<file path="src/design/lgsi_pkg.sv">
// Shared types and constants for the linear gradient span interpolator.
// Used by lgsi_seq and the top level; depends on nothing.
`default_nettype none

package lgsi_pkg;

    localparam int NUM_CHAN      = 3;
    localparam int LEVEL_W       = 8;
    localparam int CFG_W         = 16;
    localparam int CFG_IDX_W     = 3;
    localparam int SPAN_BITS_DEF = 16;

    typedef logic [1:0] chan_idx_t;

    localparam chan_idx_t CHAN_RED   = 2'd0;
    localparam chan_idx_t CHAN_GREEN = 2'd1;
    localparam chan_idx_t CHAN_BLUE  = 2'd2;
    localparam chan_idx_t LAST_CHAN  = CHAN_BLUE;

    typedef enum logic [CFG_IDX_W-1:0] {
        CFG_START_RED   = 3'd0,
        CFG_START_GREEN = 3'd1,
        CFG_START_BLUE  = 3'd2,
        CFG_END_RED     = 3'd3,
        CFG_END_GREEN   = 3'd4,
        CFG_END_BLUE    = 3'd5,
        CFG_SPAN_LENGTH = 3'd6
    } cfg_index_t;

    typedef logic [NUM_CHAN-1:0][LEVEL_W-1:0] color_vec_t;

    typedef struct packed {
        logic restart;
        logic in_clip;
    } in_item_t;

    typedef struct packed {
        logic [LEVEL_W-1:0] red;
        logic [LEVEL_W-1:0] green;
        logic [LEVEL_W-1:0] blue;
    } out_item_t;

    // Sequencer command, issued with an input transaction.
    typedef struct packed {
        logic go;
        logic init;
        logic uni;
    } seq_cmd_t;

endpackage

`default_nettype wire

</file>
<file path="src/design/lgsi_step_alu.sv">
// Shared error unit: one adder and one greater-than-zero compare.
// No dependencies besides its parameter.
`default_nettype none

module lgsi_step_alu #(
    parameter int EW = 18
) (
    input  wire logic [EW-1:0] cmp_a,
    input  wire logic [EW-1:0] add_a,
    input  wire logic [EW-1:0] add_b,
    output logic      [EW-1:0] sum,
    output logic               a_pos
);

    assign sum   = add_a + add_b;
    assign a_pos = !cmp_a[EW-1] && (cmp_a != '0);

endmodule

`default_nettype wire

</file>
<file path="src/design/lgsi_seq.sv">
// Channel state and step sequencer: walks red, green, blue through one
// Bresenham step each, sharing lgsi_step_alu. Depends on lgsi_pkg and lgsi_step_alu.
`default_nettype none

module lgsi_seq
    import lgsi_pkg::*;
#(
    parameter int SPAN_BITS = SPAN_BITS_DEF
) (
    input  wire logic                 aclk,
    input  wire logic                 aresetn,
    input  wire seq_cmd_t             cmd,
    input  wire color_vec_t           start_hi,
    input  wire color_vec_t           end_hi,
    input  wire logic [SPAN_BITS-1:0] span,
    output logic                      busy,
    output color_vec_t                level
);

    localparam int EW = SPAN_BITS + 2;

    typedef enum logic [1:0] {
        ST_IDLE,
        ST_ADD,
        ST_SUB
    } state_t;

    state_t                      state_reg, state_next;
    chan_idx_t                   chan_reg, chan_next;
    color_vec_t                  level_reg, level_next;
    logic [NUM_CHAN-1:0][EW-1:0] err_reg, err_next;
    logic [NUM_CHAN-1:0]         dir_reg, dir_next;

    chan_idx_t          nxt_chan;
    chan_idx_t          add_chan;
    logic [LEVEL_W-1:0] a_hi, b_hi, delta;
    logic               sub_op;
    logic [EW-1:0]      cur_err, add_a, add_b, sum;
    logic               pos;

    assign nxt_chan = chan_reg + 2'd1;
    assign add_chan = (state_reg == ST_ADD) ? chan_reg : nxt_chan;
    assign a_hi     = start_hi[add_chan];
    assign b_hi     = end_hi[add_chan];
    assign delta    = (a_hi > b_hi) ? (a_hi - b_hi) : (b_hi - a_hi);
    assign cur_err  = err_reg[chan_reg];
    assign sub_op   = (state_reg == ST_SUB) && pos;
    assign add_a    = sub_op ? cur_err : err_reg[add_chan];
    assign add_b    = sub_op ? -EW'(span) : EW'(delta);

    lgsi_step_alu #(
        .EW (EW)
    ) u_alu (
        .cmp_a (cur_err),
        .add_a (add_a),
        .add_b (add_b),
        .sum   (sum),
        .a_pos (pos)
    );

    always_comb begin
        state_next = state_reg;
        chan_next  = chan_reg;
        level_next = level_reg;
        err_next   = err_reg;
        dir_next   = dir_reg;
        case (state_reg)
            ST_IDLE: begin
                if (cmd.go) begin
                    if (cmd.init) begin
                        for (int k = 0; k < NUM_CHAN; k++) begin
                            level_next[k] = start_hi[k];
                            err_next[k]   = -EW'(span >> 1);
                            dir_next[k]   = end_hi[k] > start_hi[k];
                        end
                    end
                    if (!cmd.uni) begin
                        state_next = ST_ADD;
                        chan_next  = CHAN_RED;
                    end
                end
            end
            ST_ADD: begin
                err_next[chan_reg] = sum;
                state_next         = ST_SUB;
            end
            ST_SUB: begin
                if (pos) begin
                    // one level move per cycle while the error is positive
                    err_next[chan_reg]   = sum;
                    level_next[chan_reg] = dir_reg[chan_reg] ? level_reg[chan_reg] + 8'd1
                                                             : level_reg[chan_reg] - 8'd1;
                end else if (chan_reg == LAST_CHAN) begin
                    state_next = ST_IDLE;
                end else begin
                    // adder is free: fold in the next channel's delta now
                    err_next[nxt_chan] = sum;
                    chan_next          = nxt_chan;
                end
            end
            default: begin
                state_next = ST_IDLE;
            end
        endcase
    end

    always_ff @(posedge aclk) begin
        if (!aresetn) begin
            state_reg <= ST_IDLE;
            chan_reg  <= CHAN_RED;
            level_reg <= '0;
            err_reg   <= '0;
            dir_reg   <= '0;
        end else begin
            state_reg <= state_next;
            chan_reg  <= chan_next;
            level_reg <= level_next;
            err_reg   <= err_next;
            dir_reg   <= dir_next;
        end
    end

    assign busy  = (state_reg != ST_IDLE);
    assign level = level_reg;

    a_chan_range: assert property (@(posedge aclk) disable iff (!aresetn)
        busy |-> (chan_reg == CHAN_RED || chan_reg == CHAN_GREEN || chan_reg == CHAN_BLUE))
        else $error("channel index out of range");

    a_go_starts: assert property (@(posedge aclk) disable iff (!aresetn)
        (!busy && cmd.go && !cmd.uni) |=> (state_reg == ST_ADD && chan_reg == CHAN_RED))
        else $error("step sequence did not start");

    a_last_done: assert property (@(posedge aclk) disable iff (!aresetn)
        (state_reg == ST_SUB && !pos && chan_reg == LAST_CHAN) |=> !busy)
        else $error("sequencer did not finish after last channel");

    a_settled: assert property (@(posedge aclk) disable iff (!aresetn)
        (state_reg == ST_SUB && !pos && chan_reg != LAST_CHAN)
            |=> (state_reg == ST_SUB && !err_reg[$past(chan_reg)][EW-1] == 1'b0
                 || err_reg[$past(chan_reg)] == '0))
        else $error("finished channel left with positive error");

endmodule

`default_nettype wire

</file>
<file path="src/design/linear_gradient_span_interpolator_unit.sv">
// Top level of the linear gradient span interpolator: configuration
// registers, input/result handshakes, result buffering. Depends on lgsi_pkg,
// lgsi_seq and lgsi_step_alu.
//
//  port group   dir  handshake            payload
//  s_*          in   s_valid / s_ready    in_item_t  {restart, in_clip}
//  m_*          out  m_valid / m_ready    out_item_t {red, green, blue}
//  cfg_*        in   cfg_wr_en (no wait)  cfg_index, cfg_wdata
//
// Steps: a uniform item (equal colors or span of 0 or 1) starts no step.
// Otherwise input waits for the step, one subtract per level move: the shared error
// adder in lgsi_seq does one add or subtract per cycle, channels in turn.
// Reset: aresetn low on a clock edge clears config, channel state, buffer valid flags.
// Stalls: a result waiting in the output register does not block input; a
// second one parks in a pending slot, and input also waits while that is full.
`default_nettype none

module linear_gradient_span_interpolator_unit
    import lgsi_pkg::*;
#(
    parameter int SPAN_BITS = SPAN_BITS_DEF
) (
    input  wire logic                 aclk,
    input  wire logic                 aresetn,
    // input channel
    input  wire logic                 s_valid,
    output logic                      s_ready,
    input  wire in_item_t             s_data,
    // result channel
    output logic                      m_valid,
    input  wire logic                 m_ready,
    output out_item_t                 m_data,
    // configuration writes
    input  wire logic                 cfg_wr_en,
    input  wire logic [CFG_IDX_W-1:0] cfg_index,
    input  wire logic [CFG_W-1:0]     cfg_wdata
);

    // configuration registers
    logic [NUM_CHAN-1:0][CFG_W-1:0] start_reg, start_next;
    logic [NUM_CHAN-1:0][CFG_W-1:0] end_reg, end_next;
    logic [CFG_W-1:0]               span_reg, span_next;

    // result buffering: output register plus one pending slot
    logic      m_valid_reg, m_valid_next;
    out_item_t m_data_reg, m_data_next;
    logic      pend_valid_reg, pend_valid_next;
    out_item_t pend_data_reg, pend_data_next;

    color_vec_t           start_hi, end_hi, level, emit;
    logic [SPAN_BITS-1:0] span_w;
    logic                 uni;
    logic                 busy;
    logic                 accept;
    logic                 out_free;
    seq_cmd_t             cmd;
    out_item_t            result;

    always_comb begin
        for (int k = 0; k < NUM_CHAN; k++) begin
            start_hi[k] = start_reg[k][CFG_W-1 -: LEVEL_W];
            end_hi[k]   = end_reg[k][CFG_W-1 -: LEVEL_W];
        end
    end

    // low SPAN_BITS of the span register; zero-extended when wider
    assign span_w = SPAN_BITS'(span_reg);

    // uniform: full 16-bit colors equal, or span at most 1
    assign uni = (start_reg == end_reg) || (span_w[SPAN_BITS-1:1] == '0);

    assign s_ready  = !busy && !pend_valid_reg;
    assign accept   = s_valid && s_ready;
    assign out_free = !m_valid_reg || m_ready;

    assign cmd.go   = accept;
    assign cmd.init = s_data.restart;
    assign cmd.uni  = uni;

    // Color of this position is known at accept: a restart loads the start
    // bytes, which is also what uniform mode shows.
    always_comb begin
        for (int k = 0; k < NUM_CHAN; k++) begin
            emit[k] = (uni || s_data.restart) ? start_hi[k] : level[k];
        end
    end

    assign result.red   = emit[CHAN_RED];
    assign result.green = emit[CHAN_GREEN];
    assign result.blue  = emit[CHAN_BLUE];

    lgsi_seq #(
        .SPAN_BITS (SPAN_BITS)
    ) u_seq (
        .aclk     (aclk),
        .aresetn  (aresetn),
        .cmd      (cmd),
        .start_hi (start_hi),
        .end_hi   (end_hi),
        .span     (span_w),
        .busy     (busy),
        .level    (level)
    );

    // config write decode; index 7 is ignored
    always_comb begin
        start_next = start_reg;
        end_next   = end_reg;
        span_next  = span_reg;
        if (cfg_wr_en) begin
            case (cfg_index)
                CFG_START_RED:   start_next[CHAN_RED]   = cfg_wdata;
                CFG_START_GREEN: start_next[CHAN_GREEN] = cfg_wdata;
                CFG_START_BLUE:  start_next[CHAN_BLUE]  = cfg_wdata;
                CFG_END_RED:     end_next[CHAN_RED]     = cfg_wdata;
                CFG_END_GREEN:   end_next[CHAN_GREEN]   = cfg_wdata;
                CFG_END_BLUE:    end_next[CHAN_BLUE]    = cfg_wdata;
                CFG_SPAN_LENGTH: span_next              = cfg_wdata;
                default: ;
            endcase
        end
    end

    // Result path. Pending slot drains first; a new transaction is only
    // accepted while the slot is empty, so the two never collide.
    always_comb begin
        m_valid_next    = m_valid_reg && !m_ready;
        m_data_next     = m_data_reg;
        pend_valid_next = pend_valid_reg;
        pend_data_next  = pend_data_reg;
        if (pend_valid_reg && out_free) begin
            m_valid_next    = 1'b1;
            m_data_next     = pend_data_reg;
            pend_valid_next = 1'b0;
        end else if (accept && s_data.in_clip) begin
            if (out_free) begin
                m_valid_next = 1'b1;
                m_data_next  = result;
            end else begin
                pend_valid_next = 1'b1;
                pend_data_next  = result;
            end
        end
    end

    always_ff @(posedge aclk) begin
        if (!aresetn) begin
            start_reg      <= '0;
            end_reg        <= '0;
            span_reg       <= '0;
            m_valid_reg    <= 1'b0;
            pend_valid_reg <= 1'b0;
        end else begin
            start_reg      <= start_next;
            end_reg        <= end_next;
            span_reg       <= span_next;
            m_valid_reg    <= m_valid_next;
            pend_valid_reg <= pend_valid_next;
        end
        m_data_reg    <= m_data_next;
        pend_data_reg <= pend_data_next;
    end

    assign m_valid = m_valid_reg;
    assign m_data  = m_data_reg;

    a_pend_drains: assert property (@(posedge aclk) disable iff (!aresetn)
        (pend_valid_reg && out_free) |=> !pend_valid_reg)
        else $error("pending result not moved to a free output");

    a_clip_result: assert property (@(posedge aclk) disable iff (!aresetn)
        (accept && s_data.in_clip) |=> (m_valid_reg || pend_valid_reg))
        else $error("in-clip transaction produced no result");

    a_no_busy_accept: assert property (@(posedge aclk) disable iff (!aresetn)
        (accept && !uni) |=> busy)
        else $error("non-uniform transaction did not start a step");

endmodule

`default_nettype wire
</file>
<file path="config.mk">
export PLATFORM = sky130hd
export DESIGN_NAME = linear_gradient_span_interpolator_unit
export DESIGN_NICKNAME = d
export VERILOG_FILES = /design/src/design/lgsi_pkg.sv /design/src/design/lgsi_step_alu.sv /design/src/design/lgsi_seq.sv /design/src/design/linear_gradient_span_interpolator_unit.sv
export SDC_FILE = /design/constraint.sdc
export NUM_CORES = 1
export LEC_CHECK = 0
export BUFFER_PORTS_ARGS = -buffer_cell sky130_fd_sc_hd__buf_2
export CAP_MARGIN = 20
export CORE_MARGIN = 2
export CORE_UTILIZATION = 50
export CTS_CLUSTER_DIAMETER = 100
export DETAILED_ROUTE_END_ITERATION = 10
export HOLD_SLACK_MARGIN = 0.05
export PLACE_DENSITY = 0.66
export SETUP_SLACK_MARGIN = 0.3
export SYNTH_ARGS = -nofsm -noshare
export SYNTH_HDL_FRONTEND = slang
export SYNTH_SLANG_ARGS = --single-unit
</file>
<file path="constraint.sdc">
create_clock -name aclk -period 7.5 [get_ports aclk]
set_input_delay 0.75 -clock aclk [delete_from_list [all_inputs] [get_ports aclk]]
set_output_delay 0.75 -clock aclk [all_outputs]
set_load 0.02 [all_outputs]
</file>
==> results of run 1 <==
## per-stage QoR
stage / std cells / setup WS [ns] / power, mW
floorplan: 1815 / 0.607 / 3.26
global route: 2221 / 0.428 / 5.49
detailed placement: 2166 / 0.711 / 3.84
CTS: 2215 / 0.668 / 5.15
global placement: 2166 / 0.878 / 3.81
finish: 2222 / 0.981 / 5.21
## worst max path at each step
stage	end	slack [ns]	depth (start not counted)
2_1_floorplan	u_seq.err_reg[51]	0.61	32
3_3_place_gp	u_seq.err_reg[51]	0.88	26
3_5_place_dp	u_seq.err_reg[51]	0.71	26
4_1_cts	u_seq.err_reg[51]	0.67	26
5_1_grt	u_seq.err_reg[51]	0.43	27
6_report	u_seq.err_reg[51]	0.98	27
## routing by layer
metal | part of all wire, % | vias to the layer above | global-route usage (%) | wire, microns
met4 | 2.9 | 0 | 8.99 | 1310
met3 | 9.5 | 92 | 6.94 | 4340
met5 | 0 | - | 0 | 0
met1 | 43 | 6417 | 39.4 | 19900
li1 | - | 6431 | - | -
met2 | 44 | 547 | 44.6 | 20300
## cells by family after synthesis
family | share of synthesized area, %
and+or+nand+nor | 17.2
DFF | 36.3
AOI/OAI and AO/OA | 22.7
adders and majority gates | 6.64
muxes | 7.62
xor gates and xnor gates | 4.45
buffers and inverters | 5.15
## layout by cell type, fill, tap and decap left out, types with 16 or more instances in the layout
cell and instances:
xnor2_1 32, nor2_1 128, xor2_1 42, edfxtp_1 48
a21oi_1 256, inv_1 64, nand2_1 344, o21ai_0 61
mux2i_1 52, buf_2 51, a31oi_1 16, o22ai_1 20
mux2_2 40, nor2b_1 17, clkbuf_16 27, buf_4 20
nor3_1 19, ha_1 72, a211oi_1 25, dfxtp_1 198
nand3_1 17, o21a_1 30
## final cells by class
| cell class | count | area [sq um] | share of cell area [%] |
|---|---|---|---|
| antenna | 1 | 2.50 | 0.0153 |
| clock inverter | 10 | 91.3 | 0.559 |
| tap | 390 | 488 | 2.99 |
| clock buffer | 39 | 771 | 4.71 |
| sequential | 247 | 5430 | 33.2 |
| inverter | 66 | 250 | 1.53 |
| multi-input combinational | 1393 | 8820 | 54.0 |
| timing repair buffer | 76 | 498 | 3.05 |
## power breakdown
part           switching [mW]  total (mW)  internal, mW  leakage [nW]
combinational            1.45        2.23         0.780          3.72
sequential              0.146        1.67          1.52          2.07
clock                   0.564        1.31         0.748         0.428
total                    2.16        5.21          3.05          6.22
## timing repair
action                     4_1_cts  5_1_grt
resized for setup                0        3
setup endpoints to repair        0       14
hold buffers                     0        0
## worst max-delay path, cell delays in order, from the launching register on
cell and delay [ns]:
dfxtp_1 0.33, inv_1 0.10, ha_2 0.38, xor2_4 0.17, buf_4 0.46, a21oi_1 0.15
o21ai_0 0.25, ha_1 0.25, fa_1 0.21, nor2b_1 0.05, o21ai_0 0.22, a21oi_1 0.15
o32ai_4 0.50, mux2_2 0.40, a21oi_1 0.22, o21ai_1 0.12, xnor2_1 0.19, mux2i_1 0.10
ha_1 0.23, a21oi_1 0.31, o21ai_0 0.19, a21o_1 0.20, a21oi_1 0.16, o21ai_0 0.16
nor3b_1 0.27, xnor2_1 0.19, a311oi_1 0.32, nor3_1 0.09
==> results.toml, run 1 <==
[die]
fp.dieArea_sq_um = 31300
dieHeight_microns = 177
pin_count = 52
die-width_microns = 177
core_area_sq_um = 29600
rows = 63
initial_core_util_pct = 50.6

[synth]
yosysWarningCount = 0
yosysSeqAreaShare_pct = 36.3
synth_cell_types = 80
syn_inst = 1815
synth-seq-cells = 247
yosysMostFrequentCell = "nand2_1"
synth_edf_count = 48
synth_flop_cell = "dfxtp_1"
syn_area_sq_um = 15000
syn_avg_cell_area_sq_um = 8.24
syn_nets = 1918
yosysTopAreaCellShare_pct = 26.6
synthArstFlopShare_pct = 0
yosysTopAreaCell = "dfxtp_1"
synth_area_leaders = "dfxtp_1 27%, edfxtp_1 9.6%, nand2_1 8.6%, a21oi_1 8.6%, ha_1 6.1%"
synth_common_cells = "344 x nand2_1, 256 x a21oi_1, 199 x dfxtp_1"

[layout]
drive_gt1_share_pct = 10.8
largest_reg_flops = 54
area_growth_pct = 9.28
design_area_sq_um = 16300
nets = 1914
fin_util_pct = 55.3
fillCellCount = 2752

[clocking]
clockRootBuffer = "clkbuf_16"
cts_buffers = 27
clkSinkCount = 247
cts_buffer_depth = 3
cts_tree = "yes"
ctsHtreeMaxLevel = 1
cts_setup_buffers = 0
insertion_delay_ns = 0.56
clk_pin_slew_ns = 0.06

[timing]
setup_violations = 0
slew_violations = 0
rsz0062_at_grt = "false"
fmax_mhz = 153
finalHoldViolCount = 0
fin_skew_ns = 0.0207
period_share_pct = 86.9
tightest_slew_ns = 0.995
hold_ws_ns = 0.456
setup_tns_ns = 0
min_period_ns = 6.52
slew_headroom_pct = 33.5

[critical_path]
reg2reg_from = "u_seq.state_reg[1]"
r2r_slack_ns = 0.98
path_class = "reg -> reg"
startpoint_type = "flop"
reg2regPathDepth = 27
path_max_fanout = 41
endpoint_kind = "flop"
crit_start = "u_seq.state_reg[1]"
r2r-end = "u_seq.err_reg[51]"
required_ns = 7.93
cp.arrival_ns = 6.95

[detailed_routing]
via_count = 13487
drt-total-wl_microns = 45800
drcViolationCount = 0
wl_per_cell_microns = 20.6
dr.pass1.iters = 7
initialDrtViolationCount = 1502
drt.antenna.violating_nets = 0
via_per_inst = 6.07

[grt]
grt-ovfl-total = 0
grt_max_degree = 86
antenna_found_initial = 0
grt_pass1_wl_microns = 71000
grt_pass1_vias = 12572
grt_usage_pct = 28.7

[hold_path]
holdPathEnd = "u_seq.dir_reg[2]"
hold_path.class = "reg -> reg"
min_from = "u_seq.dir_reg[2]"
whs_path_depth = 2

[power]
irDropWorstVdd_uv = 177
power.density_nw_per_um2 = 319
p_leak_nw = 6.22

[place]
dp_hpwl_microns = 31400
placedInstanceArea_sq_um = 15400
place_congestion = 0.964
port_buffers = 51

[flow_run]
maxCapViolCount = 0

[status]
outcome = "completed"
No activity file was read; power rests on OpenSTA's default activity.
==> run 2, diff against run 1 <==
--- a/config.mk
+++ b/config.mk
@@ -5,6 +5,7 @@
 export SDC_FILE = /design/constraint.sdc
 export NUM_CORES = 1
 export LEC_CHECK = 0
+export ABC_AREA = 1
 export BUFFER_PORTS_ARGS = -buffer_cell sky130_fd_sc_hd__buf_2
 export CAP_MARGIN = 20
 export CORE_MARGIN = 2
==> run 2 against run 1 <==
  * Cell count grew 22%
  * First-iteration DRC count rose by 7.2%
  * Utilization fell by 0.71 points
  * Setup slack better by 0.089 ns
  * Clock power up 4%
  * Non-clock buffer count down 1
  * Global-route usage increased by 2.2 points
  * Sequential share of layout area shrank 1.5 points
  * Combinational power grew 100%
  * Critical path depth increased by 5
  * Register-to-register slack better by 0.09 ns
  * Via count up 19%
  * Critical path type unchanged
  * Critical endpoint is now u_seq.err_reg[47]
  * Largest power group unchanged
==> results.toml, run 2 <==
[clocking]
insertion_delay_ns = 0.58
ctsHtreeMaxLevel = 1
cts_buffers = 29
cts_resized = 0
clk_pin_slew_ns = 0.06
cts_buffer_depth = 3
clockRootBuffer = "clkbuf_16"
cts_tree = "yes"
cts_setup_buffers = 0
cts_hold_buf = 0
clkSinkCount = 247

[timing]
min_period_ns = 6.43
fmax_mhz = 156
finalHoldViolCount = 0
tightest_slew_ns = 0.923
slew_violations = 0
rsz0062_at_grt = "false"
slew_headroom_pct = 38.5
fin_skew_ns = 0.0146
setup_tns_ns = 0
worst_slack_ns = 1.07
setup_violations = 0
period_share_pct = 85.7

[layout]
layout_commonest_cell = "nand2_1"
layout_common_cells = "434 x nand2_1, 388 x o21ai_0, 261 x nor2_1"
fin_util_pct = 54.6
largest_reg_flops = 54
drive_gt1_share_pct = 7.10
nets = 2392
diodes = 0
area_growth_pct = 8.13

[hold_path]
holdPathEnd = "end_reg[4]"
min_from = "end_reg[4]"
whs_path_depth = 2
hold_path.class = "reg -> reg"

[critical_path]
path_max_fanout = 26
endpoint_kind = "flop"
cp.arrival_ns = 6.88
r2r-end = "u_seq.err_reg[47]"
required_ns = 7.95
cpMostUsedCell = "nand2_1"
path_class = "reg -> reg"
r2r_slack_ns = 1.07
critPathMaxStageDelay_ns = 0.56
startpoint_type = "flop"
reg2reg_from = "u_seq.chan_reg[0]"
cp_slowest_cell = "nor2_2"
reg2regPathDepth = 32

[die]
initial_core_util_pct = 50.5
fp.dieArea_sq_um = 33100
rows = 65
dieHeight_microns = 182
die-width_microns = 182
core_area_sq_um = 31300
pin_count = 52

[synth]
synth_fa_ha_area_share_pct = 6.28
syn_nets = 2408
synthSimpleGateAreaFrac_pct = 21.2
yosysSeqAreaShare_pct = 34.3
synth_common_cells = "434 x nand2_1, 388 x o21ai_0, 264 x nor2_1"
yosysTopAreaCell = "dfxtp_1"
yosysTopAreaCellShare_pct = 25.2
syn_area_sq_um = 15800
synth_compound_gate_area_share_pct = 26.0
syn_inst = 2305
synthArstFlopShare_pct = 0
muxShareOfSynthArea_pct = 0.657
yosysMostFrequentCell = "nand2_1"
synth_top_family_by_area = "compound AO/OA/AOI/OAI gates"
synth-seq-cells = 247
synth_flop_cell = "dfxtp_1"
synth_cell_types = 55
synth_edf_count = 48
syn_avg_cell_area_sq_um = 6.86
synth-xor-area-share_pct = 2.88
yosysWarningCount = 0
synth_area_leaders = "dfxtp_1 25%, o21ai_0 12%, nand2_1 10%, edfxtp_1 9.1%, a21oi_1 6.4%"

[place]
port_buffers = 51
place_congestion = 0.973
dp_hpwl_microns = 36300
pre_cts_ws_ns = 1.24

[detailed_routing]
via_per_inst = 5.92
initialDrtViolationCount = 1610
drt-total-wl_microns = 51800
dr.pass1.iters = 6
via_count = 16059
wl_per_cell_microns = 19.1
drcViolationCount = 0
drt.antenna.violating_nets = 0

[status]
outcome = "completed"

[grt]
grt_pass1_wl_microns = 81900
antenna_found_initial = 0
grt_usage_pct = 31.0
grt_pass1_vias = 14694
grt-ovfl-total = 0
grt_max_degree = 112

[power]
p_leak_nw = 7.33
power.density_nw_per_um2 = 453
irDropWorstVdd_uv = 349

[flow_run]
maxCapViolCount = 0
[run 2: changes by cell type in the layout (fill, tap and decap cells not counted), moves of 26 or more]
cell	before	now
o21ai_1	7	33
mux2_2	40	3
inv_1	64	199
nand2_1	344	434
a21oi_1	256	202
mux2i_1	52	7
o22ai_1	20	59
o211ai_1	5	31
o21a_1	30	3
o21ai_0	61	388
nor2_1	128	261
nand3_1	17	67
[run 2: layer usage]
metal | up-vias | wire, microns | part of all wire [%] | GRT usage, %
li1 | 7760 | - | - | -
met1 | 7456 | 23000 | 44 | 43.8
met2 | 751 | 22900 | 44 | 49.2
met3 | 92 | 4640 | 9.0 | 4.51
met4 | 0 | 1300 | 2.5 | 8.98
met5 | - | 0 | 0 | 0
[run 2: per-stage QoR]
stage / instances / instance area (sq um) / hold slack, ns / power [mW]
after global routing: 2712 / 17100 / 0.486 / 8.32
after floorplan: 2305 / 15800 / 0.435 / 5.08
final: 2712 / 17100 / 0.457 / 7.75
after detailed placement: 2659 / 16200 / 0.451 / 6.26
after global placement: 2659 / 16200 / 0.445 / 6.20
after CTS: 2711 / 17100 / 0.460 / 7.63
[run 2: how the worst max path moves through the flow]
| stage | from | to | slack [ns] | depth (start not counted) |
|---|---|---|---|---|
| after floorplan | u_seq.chan_reg[0] | u_seq.err_reg[47] | 2.06 | 35 |
| after global placement | u_seq.state_reg[1] | u_seq.err_reg[10] | 1.40 | 30 |
| after CTS | u_seq.chan_reg[0] | u_seq.err_reg[47] | 1.22 | 32 |
| after global routing | u_seq.chan_reg[0] | u_seq.err_reg[10] | 0.58 | 27 |
| final | u_seq.chan_reg[0] | u_seq.err_reg[47] | 1.07 | 32 |
| after detailed placement | u_seq.chan_reg[0] | u_seq.err_reg[47] | 1.24 | 32 |
[run 2: cell families (layout without fill, tap and decap cells)]
logic type / Yosys count / in the layout
AO/OA/AOI/OAI: 759 / 759
buffers and inverters: 334 / 339
AND/OR/NAND/NOR: 826 / 826
flip-flops: 247 / 247
multiplexers: 10 / 10
adder cells (fa/ha/maj): 77 / 77
XOR/XNOR: 52 / 52
[run 2: where the power goes]
| part | total [mW] | switching, mW | internal [mW] |
|---|---|---|---|
| combinational | 4.57 | 3.14 | 1.42 |
| sequential | 1.82 | 0.219 | 1.60 |
| clock | 1.36 | 0.584 | 0.775 |
| total | 7.75 | 3.94 | 3.80 |
[run 2: critical path, delay by kind of cell (launching register included)]
family                   cells  cell delay (ns)
AND/OR/NAND/NOR             11             1.43
AO/OA/AOI/OAI               12             2.12
adder cells (fa/ha/maj)      4             1.18
flip-flops                   1             0.33
XOR/XNOR                     1             0.39
buffers and inverters        4             0.83
[run 2: layout make-up]
type | instances | area [sq um]
Fill cell | 3068 | 14200
Multi-Input combinational cell | 1724 | 9030
Sequential cell | 247 | 5430
Clock buffer | 41 | 801
Inverter | 212 | 800
Tap cell | 402 | 503
Timing Repair Buffer | 75 | 445
Clock inverter | 11 | 93.8
